--- config.mk ---
export PLATFORM = sky130hd
export DESIGN_NAME = mpeg_audio_header_decoder_core
export DESIGN_NICKNAME = d
export VERILOG_FILES = /design/src/hw/rtl/mahd_pkg.sv /design/src/hw/rtl/mahd_lookup.sv /design/src/hw/rtl/mahd_alloc.sv /design/src/hw/rtl/mpeg_audio_header_decoder_core.sv
export SDC_FILE = /design/constraint.sdc
export NUM_CORES = 1
export LEC_CHECK = 0
export ABC_CLOCK_PERIOD_IN_PS = 9700
export BUFFER_PORTS_ARGS = -buffer_cell sky130_fd_sc_hd__buf_2
export CORE_UTILIZATION = 50
export CTS_CLUSTER_DIAMETER = 50
export CTS_CLUSTER_SIZE = 10
export DETAILED_ROUTE_END_ITERATION = 8
export GPL_ROUTABILITY_DRIVEN = 0
export PLACE_DENSITY = 0.72
export REMOVE_ABC_BUFFERS = 1
export SLEW_MARGIN = 20
export SYNTH_ARGS = -nofsm -noshare
export SYNTH_HDL_FRONTEND = slang
export SYNTH_SLANG_ARGS = --single-unit
--- constraint.sdc ---
create_clock -name clk_i -period 9.7 [get_ports clk_i]
set_input_delay 0.97 -clock clk_i [delete_from_list [all_inputs] [get_ports clk_i]]
set_output_delay 0.97 -clock clk_i [all_outputs]
set_load 0.01 [all_outputs]
--- src/hw/rtl/mahd_pkg.sv ---
package mahd_pkg;

  localparam logic [1:0] LAYER_RESERVED = 2'd0;
  localparam logic [1:0] LI_LAYER2      = 2'd1;
  localparam logic [1:0] MODE_JOINT     = 2'd1;
  localparam logic [1:0] MODE_MONO      = 2'd3;
  localparam logic [1:0] SF_RESERVED    = 2'd3;
  localparam logic [1:0] SF_48K         = 2'd1;
  localparam logic [1:0] SF_32K         = 2'd2;
  localparam logic [3:0] COL_MPEG25     = 4'd6;
  localparam logic [3:0] COL_MPEG1      = 4'd3;
  localparam logic [5:0] FULL_SUBBANDS  = 6'd32;

  localparam logic [1:0] ALLOC_SEL_A    = 2'd0;
  localparam logic [1:0] ALLOC_SEL_B    = 2'd1;
  localparam logic [1:0] ALLOC_SEL_C    = 2'd2;
  localparam logic [3:0] ALLOC_BASE_LOW = 4'd9;

  localparam logic [8:0] KBPS_TABLE [2][3][16] = '{
    '{ '{9'd0, 9'd32, 9'd48, 9'd56, 9'd64, 9'd80, 9'd96, 9'd112,
         9'd128, 9'd144, 9'd160, 9'd176, 9'd192, 9'd224, 9'd256, 9'd0},
       '{9'd0, 9'd8, 9'd16, 9'd24, 9'd32, 9'd40, 9'd48, 9'd56,
         9'd64, 9'd80, 9'd96, 9'd112, 9'd128, 9'd144, 9'd160, 9'd0},
       '{9'd0, 9'd8, 9'd16, 9'd24, 9'd32, 9'd40, 9'd48, 9'd56,
         9'd64, 9'd80, 9'd96, 9'd112, 9'd128, 9'd144, 9'd160, 9'd0} },
    '{ '{9'd0, 9'd32, 9'd64, 9'd96, 9'd128, 9'd160, 9'd192, 9'd224,
         9'd256, 9'd288, 9'd320, 9'd352, 9'd384, 9'd416, 9'd448, 9'd0},
       '{9'd0, 9'd32, 9'd48, 9'd56, 9'd64, 9'd80, 9'd96, 9'd112,
         9'd128, 9'd160, 9'd192, 9'd224, 9'd256, 9'd320, 9'd384, 9'd0},
       '{9'd0, 9'd32, 9'd40, 9'd48, 9'd56, 9'd64, 9'd80, 9'd96,
         9'd112, 9'd128, 9'd160, 9'd192, 9'd224, 9'd256, 9'd320, 9'd0} }
  };

  // rows: mpeg-2, mpeg-1, mpeg-2.5
  localparam logic [15:0] HZ_TABLE [3][4] = '{
    '{16'd22050, 16'd24000, 16'd16000, 16'd0},
    '{16'd44100, 16'd48000, 16'd32000, 16'd0},
    '{16'd11025, 16'd12000, 16'd8000,  16'd0}
  };

  localparam logic [6:0] MS_TABLE [3][9] = '{
    '{7'd17, 7'd16, 7'd24, 7'd9,  7'd8,  7'd12, 7'd0,  7'd0,  7'd0},
    '{7'd52, 7'd48, 7'd72, 7'd26, 7'd24, 7'd36, 7'd0,  7'd0,  7'd0},
    '{7'd26, 7'd24, 7'd36, 7'd26, 7'd24, 7'd36, 7'd52, 7'd48, 7'd72}
  };

  localparam logic [5:0] BOUND_TABLE [3][4] = '{
    '{6'd4, 6'd8, 6'd12, 6'd16},
    '{6'd4, 6'd8, 6'd12, 6'd16},
    '{6'd0, 6'd4, 6'd8,  6'd16}
  };

  typedef struct packed {
    logic        hdr_ok;
    logic [1:0]  li;
    logic        ver;
    logic [1:0]  sf;
    logic [1:0]  mode;
    logic [1:0]  mext;
    logic [8:0]  kbps;
    logic [15:0] hz;
    logic [6:0]  ms;
  } lookup_t;

  typedef struct packed {
    logic        hdr_ok;
    logic [8:0]  kbps;
    logic [15:0] hz;
    logic [6:0]  ms;
    logic [5:0]  limit;
    logic [5:0]  bound;
    logic [1:0]  sel;
    logic [3:0]  base;
  } alloc_t;

endpackage

--- src/hw/rtl/mahd_lookup.sv ---
module mahd_lookup (
  input  logic                   clk_i,
  input  logic                   rst_ni,
  input  logic                   en_i,
  input  logic                   valid_i,
  input  logic [31:0]            header_word_i,
  output logic                   valid_o,
  output mahd_pkg::lookup_t      stage_o
);

  logic              valid_q;
  mahd_pkg::lookup_t stage_d;
  mahd_pkg::lookup_t stage_q;
  logic              is25;
  logic [1:0]        lcode;
  logic [3:0]        bidx;
  logic [1:0]        hz_row;
  logic [3:0]        ms_col;

  always_comb begin
    is25  = ~header_word_i[20];
    lcode = header_word_i[18:17];
    bidx  = header_word_i[15:12];

    stage_d.hdr_ok = (lcode != mahd_pkg::LAYER_RESERVED);
    stage_d.li     = stage_d.hdr_ok ? (2'd3 - lcode) : 2'd0;
    stage_d.ver    = header_word_i[19];
    stage_d.sf     = header_word_i[11:10];
    stage_d.mode   = header_word_i[7:6];
    stage_d.mext   = header_word_i[5:4];

    hz_row = is25 ? 2'd2 : {1'b0, stage_d.ver};
    ms_col = (is25 ? mahd_pkg::COL_MPEG25 : (stage_d.ver ? mahd_pkg::COL_MPEG1 : 4'd0))
           + {2'd0, stage_d.sf};

    stage_d.kbps = mahd_pkg::KBPS_TABLE[stage_d.ver][stage_d.li][bidx];
    stage_d.hz   = mahd_pkg::HZ_TABLE[hz_row][stage_d.sf];
    stage_d.ms   = (stage_d.sf == mahd_pkg::SF_RESERVED) ? 7'd0
                 : mahd_pkg::MS_TABLE[stage_d.li][ms_col];
  end

  always_ff @(posedge clk_i or negedge rst_ni) begin
    if (!rst_ni) begin
      valid_q <= 1'b0;
    end else if (en_i) begin
      valid_q <= valid_i;
    end
  end

  always_ff @(posedge clk_i) begin
    if (en_i) begin
      stage_q <= stage_d;
    end
  end

  assign valid_o = valid_q;
  assign stage_o = stage_q;

endmodule

--- src/hw/rtl/mahd_alloc.sv ---
module mahd_alloc (
  input  logic                   clk_i,
  input  logic                   rst_ni,
  input  logic                   en_i,
  input  logic                   valid_i,
  input  mahd_pkg::lookup_t      stage_i,
  output logic                   valid_o,
  output mahd_pkg::alloc_t       stage_o
);

  logic             valid_q;
  mahd_pkg::alloc_t stage_d;
  mahd_pkg::alloc_t stage_q;
  logic [8:0]       per_ch;
  logic             cls48;
  logic             cls32;
  logic             joint;
  logic             layer2;

  always_comb begin
    per_ch = (stage_i.mode == mahd_pkg::MODE_MONO) ? stage_i.kbps : (stage_i.kbps >> 1);
    cls48  = stage_i.ver && (stage_i.sf == mahd_pkg::SF_48K);
    cls32  = stage_i.ver && (stage_i.sf == mahd_pkg::SF_32K);
    joint  = (stage_i.mode == mahd_pkg::MODE_JOINT);
    layer2 = (stage_i.li == mahd_pkg::LI_LAYER2);

    stage_d.hdr_ok = stage_i.hdr_ok;
    stage_d.kbps   = stage_i.kbps;
    stage_d.hz     = stage_i.hz;
    stage_d.ms     = stage_i.ms;
    stage_d.limit  = mahd_pkg::FULL_SUBBANDS;
    stage_d.sel    = mahd_pkg::ALLOC_SEL_A;
    stage_d.base   = 4'd0;

    if (joint || layer2) begin
      if ((cls48 && per_ch >= 9'd56) || (per_ch >= 9'd56 && per_ch <= 9'd80)) begin
        stage_d.limit = 6'd27;
      end else if (!cls48 && per_ch >= 9'd96) begin
        stage_d.limit = 6'd30;
        stage_d.sel   = mahd_pkg::ALLOC_SEL_B;
      end else if (!cls32 && per_ch <= 9'd48) begin
        stage_d.limit = 6'd8;
        stage_d.sel   = mahd_pkg::ALLOC_SEL_C;
        stage_d.base  = mahd_pkg::ALLOC_BASE_LOW;
      end else begin
        stage_d.limit = 6'd12;
        stage_d.sel   = mahd_pkg::ALLOC_SEL_C;
        stage_d.base  = mahd_pkg::ALLOC_BASE_LOW;
      end
    end

    if (joint) begin
      stage_d.bound = mahd_pkg::BOUND_TABLE[stage_i.li][stage_i.mext];
    end else if (layer2) begin
      stage_d.bound = stage_d.limit;
    end else begin
      stage_d.bound = mahd_pkg::FULL_SUBBANDS;
    end
  end

  always_ff @(posedge clk_i or negedge rst_ni) begin
    if (!rst_ni) begin
      valid_q <= 1'b0;
    end else if (en_i) begin
      valid_q <= valid_i;
    end
  end

  always_ff @(posedge clk_i) begin
    if (en_i) begin
      stage_q <= stage_d;
    end
  end

  assign valid_o = valid_q;
  assign stage_o = stage_q;

endmodule

--- src/hw/rtl/mpeg_audio_header_decoder_core.sv ---
// an accepted word passes the lookup, alloc and output registers in turn on its way to the outputs
// throughput: one word per cycle while the output is not stalled, the three register stages advance together
// a stalled output holds every stage, nothing is dropped or repeated
// reset clears the stage valid bits only, payload registers are not reset
module mpeg_audio_header_decoder_core (
  input  logic        clk_i,
  input  logic        rst_ni,
  input  logic        in_valid_i,
  output logic        in_stall_o,
  input  logic [31:0] header_word_i,
  output logic        out_valid_o,
  input  logic        out_stall_i,
  output logic        header_valid_o,
  output logic [8:0]  bitrate_kbps_o,
  output logic [15:0] sample_rate_hz_o,
  output logic [6:0]  frame_time_ms_o,
  output logic [5:0]  subband_limit_o,
  output logic [5:0]  stereo_bound_o,
  output logic [1:0]  alloc_table_select_o,
  output logic [3:0]  alloc_table_base_o
);

  logic              en;
  logic              s1_valid;
  mahd_pkg::lookup_t s1_stage;
  logic              s2_valid;
  mahd_pkg::alloc_t  s2_stage;
  logic              out_valid_q;
  mahd_pkg::alloc_t  out_d;
  mahd_pkg::alloc_t  out_q;

  assign en         = !out_valid_q || !out_stall_i;
  assign in_stall_o = !en;

  mahd_lookup u_lookup (
    .clk_i         (clk_i),
    .rst_ni        (rst_ni),
    .en_i          (en),
    .valid_i       (in_valid_i),
    .header_word_i (header_word_i),
    .valid_o       (s1_valid),
    .stage_o       (s1_stage)
  );

  mahd_alloc u_alloc (
    .clk_i   (clk_i),
    .rst_ni  (rst_ni),
    .en_i    (en),
    .valid_i (s1_valid),
    .stage_i (s1_stage),
    .valid_o (s2_valid),
    .stage_o (s2_stage)
  );

  // reserved layer zeroes the whole word
  always_comb begin
    out_d = s2_stage.hdr_ok ? s2_stage : '0;
  end

  always_ff @(posedge clk_i or negedge rst_ni) begin
    if (!rst_ni) begin
      out_valid_q <= 1'b0;
    end else if (en) begin
      out_valid_q <= s2_valid;
    end
  end

  always_ff @(posedge clk_i) begin
    if (en) begin
      out_q <= out_d;
    end
  end

  assign out_valid_o          = out_valid_q;
  assign header_valid_o       = out_q.hdr_ok;
  assign bitrate_kbps_o       = out_q.kbps;
  assign sample_rate_hz_o     = out_q.hz;
  assign frame_time_ms_o      = out_q.ms;
  assign subband_limit_o      = out_q.limit;
  assign stereo_bound_o       = out_q.bound;
  assign alloc_table_select_o = out_q.sel;
  assign alloc_table_base_o   = out_q.base;

endmodule

==> results of run 1 <==
-- report_power, final --
part | total [uW] | switching (uW) | internal (uW)
clock | 576 | 195 | 382
sequential | 763 | 42.8 | 720
combinational | 246 | 147 | 98.9
-- metrics by stage --
step           hold slack (ps)  cell area [sq um]  utilization, %  total power [uW]
2_1_floorplan              400               5360               -               927
3_3_place_gp               402               5870            54.1              1000
3_5_place_dp               405               5870            54.1              1020
4_1_cts                    215               6420            59.2              1600
5_1_grt                    221               6450            59.5              1660
6_report                   254               6450            59.5              1590
-- cell families (layout without fill, tap and decap cells) --
family,count (synthesis),in the layout,share of synthesized area (%)
other cells,1,6,0.0676
fa+ha+maj,12,12,2.84
xor+xnor,6,6,1.22
mux,9,9,1.76
buf+inv,52,114,4.94
compound gates,87,87,9.99
flops,120,120,64.7
simple gates,149,149,14.5
-- how the worst max path moves through the flow --
stage	to	slack, ps	cells after the start
floorplan	in_stall_o	4850	2
global placement	u_lookup.stage_o[3]$_SDFFCE_PN0N_	6170	10
detailed placement	u_lookup.stage_o[3]$_SDFFCE_PN0N_	6080	10
CTS	u_lookup.stage_o[3]$_SDFFCE_PN0N_	6620	10
global route	u_lookup.stage_o[3]$_SDFFCE_PN0N_	6380	10
finish	u_lookup.stage_o[3]$_SDFFCE_PN0N_	6540	10
-- Yosys cell counts (all sizes together), types with 4 or more instances --
master  count  area [sq um]
a21oi      23           115
a31oi      10          62.6
and2       40           250
buf        25           173
clkbuf     10          37.5
edfxtp    117          3510
ha         11           138
inv        17          63.8
mux2        6          67.6
nand2      34           128
nand2b      5          31.3
nand3       6          30.0
nor2       23          86.3
nor2b       7          43.8
nor3       13          70.1
o21ai      21           105
o22ai       5          31.3
xnor2       4          42.6
-- worst max-delay path: cells and delay by family --
family	cells	cell delay, ps
AND/OR/NAND/NOR	2	590
adder cells (fa/ha/maj)	2	910
AO/OA/AOI/OAI	2	230
buffers and inverters	4	680
-- sequential cells by signal (all words and copies together) (netlist names) --
name,flops
alloc_table_base_o,1
alloc_table_select_o,1
bitrate_kbps_o,6
frame_time_ms_o,7
header_valid_o,1
out_valid_o,1
sample_rate_hz_o,14
stereo_bound_o,5
subband_limit_o,5
u_alloc.stage_o,40
u_alloc.valid_o,1
u_lookup.stage_o,37
u_lookup.valid_o,1
-- final cells by class --
class	count	area, sq um	share of cell area, %
flip-flops and latches	120	3590	55.6
multi-input cells	269	1720	26.6
clock buffers	18	418	6.48
repair buffers	66	355	5.51
well taps	140	175	2.71
clock inverters	13	136	2.11
inverters	17	63.8	0.989
-- per-layer routing --
metal	part of all wire [%]	track usage, %	up-vias	wire (um)
met5	0	0	-	0
met4	0.89	7.14	0	80
met3	5.0	5.27	9	450
met2	50	26.3	103	4450
met1	44	20.4	1592	3990
li1	-	-	1677	-
==> impl_metrics.py, run 1 <==
metrics = {
    "logic_synthesis": {
        "synth_ff_type": "edfxtp_1",
        "synthCells": 436,
        "ys_seq_area_share_pct": 64.7,
        "ys_types": 60,
        "synth.avg_cell_area_sq_um": 12.7,
        "async_flop_share_pct": 2.50,
        "synth_warnings": 0,
        "netlist_area_sq_mm": 0.00555,
        "synth_edf_count": 117,
        "synth_seq_cells": 120,
    },
    "detailed_routing": {
        "drt-pass1-iter-count": 5,
        "drc": 0,
        "antenna_left": 0,
        "dr_total_vias": 3381,
        "drt_iter0_markers": 223,
        "routed_wl_mm": 8.97,
        "wl_per_cell_um": 13.9,
        "via_per_inst": 5.26,
    },
    "critical_path": {
        "max_stage_delay_ps": 730,
        "end_kind": "register",
        "worstSetupPathType": "in2reg",
        "r2r_start": "out_valid_o$_DFFE_PN0N_",
        "path_common_cell": "inv_1",
        "path_cells": "buf_2 -> nand2_1 -> inv_1 -> ha_1 -> inv_1 -> fa_1 -> inv_1 -> or3_1 -> a31oi_1 -> a21oi_1",
        "startpoint": "header_word_i[20]",
        "r2r-end": "u_alloc.stage_o[8]$_DFFE_PN_",
        "arrival_ps": 3390,
        "slowest_stage": "fa_1",
        "worst_ep_required_time_ps": 9930,
        "cp-start-kind": "input port",
        "worst-path-max-fanout": 15,
        "reg2reg_slack_ps": 7830,
        "rr_worst_depth": 3,
    },
    "die": {
        "die_y_um": 107,
        "core_sq_mm": 0.0108,
        "fp-row-count": 38,
        "start_util_pct": 51.2,
        "ios": 89,
        "dieArea_sq_mm": 0.0115,
        "fp.dieW_um": 107,
    },
    "sta": {
        "maxSlewHeadroom_pct": 40.1,
        "fin_crit_sh_pct": 32.5,
        "tightest_slew_ps": 898,
        "slew_viol_final": 0,
        "post-route-min-period_ps": 3160,
        "worst_clock_skew_ps": 4.62,
        "rsz0062_at_grt": "no",
        "fin_setup_tns_ps": 0,
        "finalHoldViolations": 0,
        "setup_violations": 0,
        "fin_ws_ps": 6540,
        "max_clock_freq_mhz": 317,
    },
    "final_layout": {
        "final_cells": 643,
        "fillCellCount": 842,
        "final_common_cell": "edfxtp_1",
        "antenna_cells": 0,
        "drive_gt1_share_pct": 21.3,
        "syn_to_final_growth_pct": 16.3,
        "final_net_count": 539,
        "layout_common_cells": "117 x edfxtp_1, 64 x buf_2, 40 x and2_1, 33 x nand2_1",
    },
    "placement": {
        "hpwl_mm": 5.72,
        "dp.cells": 611,
        "pre_cts_slack_ps": 6080,
        "io_buffers": 64,
    },
    "clocking": {
        "cts_tree": "done",
        "clkSinkCount": 120,
        "hold_buffers": 0,
        "htree_levels": 4,
        "cts_buffer_depth": 2,
        "cts_inserted_buffers": 17,
        "postCtsResizedCells": 0,
        "cts_setup_buffers": 0,
        "clk_pin_slew_ps": 50,
        "clock_latency_ps": 500,
        "cts_root_buf": "clkbuf_8",
    },
    "grt": {
        "grt_max_degree": 92,
        "grtUsageTotal_pct": 16.4,
        "overflow": 0,
        "grt_pass1_vias": 3095,
        "grt_pass1_wl_mm": 14.3,
        "antenna_found_initial": 0,
    },
    "power_and_ir_drop": {
        "peakVddDrop_uv": 177,
        "leakage_uw": 0.00257,
        "powerDensity_mw_per_mm2": 246,
    },
    "worst_hold_path": {
        "hold_class": "in2async",
    },
    "flow_run": {
        "maxCapViolations": 0,
    },
    "status": {
        "status": "complete, no violations",
    },
}
Note: power is estimated with default switching activity, not from simulation.
==> run 2: changes to the inputs <==
ABC_AREA = 1   (was not set)
ABC_CLOCK_PERIOD_IN_PS = 2600   (was 9700)
PLACE_DENSITY = 0.75   (was 0.72)
clock period = 2.6 ns   (was 9.7 ns; I/O delays follow)
==> run 2 against run 1 <==
Clock-buffer cell count is the same. Hold slack worse by 190 ps. Critical endpoint is now in_stall_o. Core utilization is 1.9 points higher. Synthesized area fell by 0.43%. Global-route usage increased by 0.051 points. Die area decreased by 0.42%.
==> impl_metrics.py, run 2 <==
metrics = {
    "final_layout": {
        "final_net_count": 632,
        "final_cell_area_sq_mm": 0.00663,
        "syn_to_final_growth_pct": 20.0,
        "antenna_cells": 0,
        "multi_input_area_sq_mm": 0.00147,
        "drive_gt1_share_pct": 22.4,
        "fillCellCount": 833,
        "ff_latch_area_sq_mm": 0.00359,
        "final_common_cell": "edfxtp_1",
        "largest_reg_flops": 40,
        "layout_common_cells": "117 x edfxtp_1, 109 x nand2_1, 83 x inv_1, 64 x buf_2, 31 x nor2_1",
    },
    "power_and_ir_drop": {
        "peakVddDrop_uv": 527,
        "powerDensity_mw_per_mm2": 999,
        "power.total_uw": 6630,
        "leakage_uw": 0.00312,
    },
    "grt": {
        "grt_max_degree": 52,
        "grt_pass1_wl_mm": 14.3,
        "antenna_found_initial": 0,
        "grt_pass1_vias": 3283,
        "grtUsageTotal_pct": 16.4,
        "overflow": 0,
    },
    "logic_synthesis": {
        "ys_seq_area_share_pct": 64.9,
        "synth.avg_cell_area_sq_um": 10.8,
        "yosysTopAreaCell": "edfxtp_1",
        "synth_seq_cells": 120,
        "ys_top_cells_by_area": "edfxtp_1 64%, nand2_1 7.5%, inv_1 5.6%",
        "synthCells": 511,
        "async_flop_share_pct": 2.50,
        "synth_edf_count": 117,
        "ys_types": 41,
        "synth.most_common_cell": "edfxtp_1",
        "synth_ff_type": "edfxtp_1",
        "yosysTopAreaCellShare_pct": 63.6,
        "synth_warnings": 0,
        "netlist_area_sq_mm": 0.00553,
        "synth_common_cells": "117 x edfxtp_1, 110 x nand2_1, 83 x inv_1",
    },
    "sta": {
        "post-route-min-period_ps": 1880,
        "fin_setup_tns_ps": 0,
        "tightest_slew_ps": 576,
        "worst_clock_skew_ps": 11.4,
        "fin_crit_sh_pct": 72.3,
        "setup_violations": 0,
        "rsz0062_at_grt": "no",
        "slew_viol_final": 0,
        "maxSlewHeadroom_pct": 61.6,
        "finalHoldViolations": 0,
        "max_clock_freq_mhz": 532,
    },
    "detailed_routing": {
        "dr_total_vias": 3633,
        "drc": 0,
        "via_per_inst": 4.93,
        "wl_met1_mm": 3.81,
        "drt-pass1-iter-count": 5,
        "antenna_left": 0,
        "routed_wl_mm": 8.75,
        "top_layer": "met4",
        "wl_met3_um": 613,
        "dr_wl_met2_mm": 4.15,
        "wl_per_cell_um": 11.9,
        "drt_iter0_markers": 267,
    },
    "die": {
        "fp.dieW_um": 107,
        "die_y_um": 107,
        "core_sq_mm": 0.0108,
        "start_util_pct": 51.2,
        "ios": 89,
        "dieArea_sq_mm": 0.0115,
        "fp-row-count": 38,
    },
    "clocking": {
        "clkSinkCount": 120,
        "cts_root_buf": "clkbuf_8",
        "postCtsResizedCells": 0,
        "clk_pin_slew_ps": 50,
        "clock_latency_ps": 510,
        "cts_tree": "done",
        "cts_inserted_buffers": 17,
        "cts_buffer_depth": 2,
        "htree_levels": 4,
    },
    "critical_path": {
        "startpoint": "out_valid_o$_DFFE_PN0N_",
        "worstSetupPathType": "reg2out",
        "worst-path-max-fanout": 45,
        "worst_ep_required_time_ps": 2340,
        "r2r_start": "u_lookup.stage_o[35]$_DFFE_PN_",
        "arrival_ps": 1620,
        "end_kind": "primary output",
        "cp-start-kind": "register",
        "reg2reg_slack_ps": 950,
    },
    "placement": {
        "postPlaceCellArea_sq_mm": 0.00593,
        "hpwl_mm": 5.97,
        "io_buffers": 64,
    },
    "worst_hold_path": {
        "hold_class": "in2reg",
        "min_from": "header_word_i[10]",
    },
    "flow_run": {
        "maxCapViolations": 0,
    },
    "status": {
        "status": "complete, no violations",
    },
}
==> run 2: cell count changes in the layout (fill, tap and decap cells not counted), moves of 8 or more <==
cell	before	now
a31oi_1	10	2
and2_1	40	0
inv_1	16	83
nand2_1	33	109
nand2_2	0	13
nand3_1	6	27
nor2_1	23	31
o21ai_0	15	24
==> run 2: stage by stage <==
stage	hold slack [ps]	setup WS, ps	utilization, %	cells
after floorplan	-35.6	-1130	-	490
after global placement	53.6	332	54.9	699
after detailed placement	58.5	271	54.9	699
after CTS	26.0	667	61.4	737
after global routing	49.2	563	61.4	737
final	65.0	721	61.4	737
==> run 2: worst max-delay path, stage by stage, from the launching register on <==
cell and delay [ps]:
dfrtp_1 400, nand2_4 440, inv_1 110, buf_2 160
==> run 2: kinds of logic (layout without fill, tap and decap cells) <==
kind of cell               Yosys count  count (layout)  synth area share, %
DFF                                120             120                 64.9
adders and majority gates           12              12                 2.85
AOI/OAI and AO/OA                   60              60                 6.45
and+or+nand+nor                    204             204                 16.7
other                                1               6               0.0679
buffers and inverters              114             195                 9.01
==> run 2: layer usage <==
metal,up-vias,global-route usage (%)
met1,1610,20.3
met3,26,5.29
li1,1824,-
met5,-,0
met4,0,9.10
met2,173,25.6
==> run 2: worst paths after layout <==
kind,endpoint,depth (start not counted)
hold / removal,u_lookup.stage_o[36]$_DFFE_PN_,1
hold reg to reg,u_alloc.stage_o[26]$_DFFE_PN_,0
setup reg to reg,u_alloc.stage_o[8]$_DFFE_PN_,9
setup / recovery,in_stall_o,3
max in group asynchronous,u_alloc.valid_o$_DFFE_PN0N_,2
min in group asynchronous,out_valid_o$_DFFE_PN0N_,2
==> run 2: repair_timing <==
action	CTS	global route
setup buffers	0	0
endpoints found under the hold margin	8	0
hold buffers	6	0
==> run 2: power by group <==
| part | leakage [uW] | switching, uW | internal (uW) |
|---|---|---|---|
| sequential | 0.00127 | 178 | 2840 |
| clock | 0.000306 | 796 | 1660 |
| combinational | 0.00154 | 751 | 406 |
| total | 0.00312 | 1730 | 4900 |
==> run 2: cell type report <==
| class | instances | area share, % |
|---|---|---|
| clock buffer | 18 | 6.30 |
| clock inverter | 14 | 3.36 |
| inverter | 88 | 4.98 |
| multi-input combinational | 282 | 22.1 |
| sequential | 120 | 54.1 |
| tap | 140 | 2.64 |
| timing repair buffer | 75 | 6.49 |
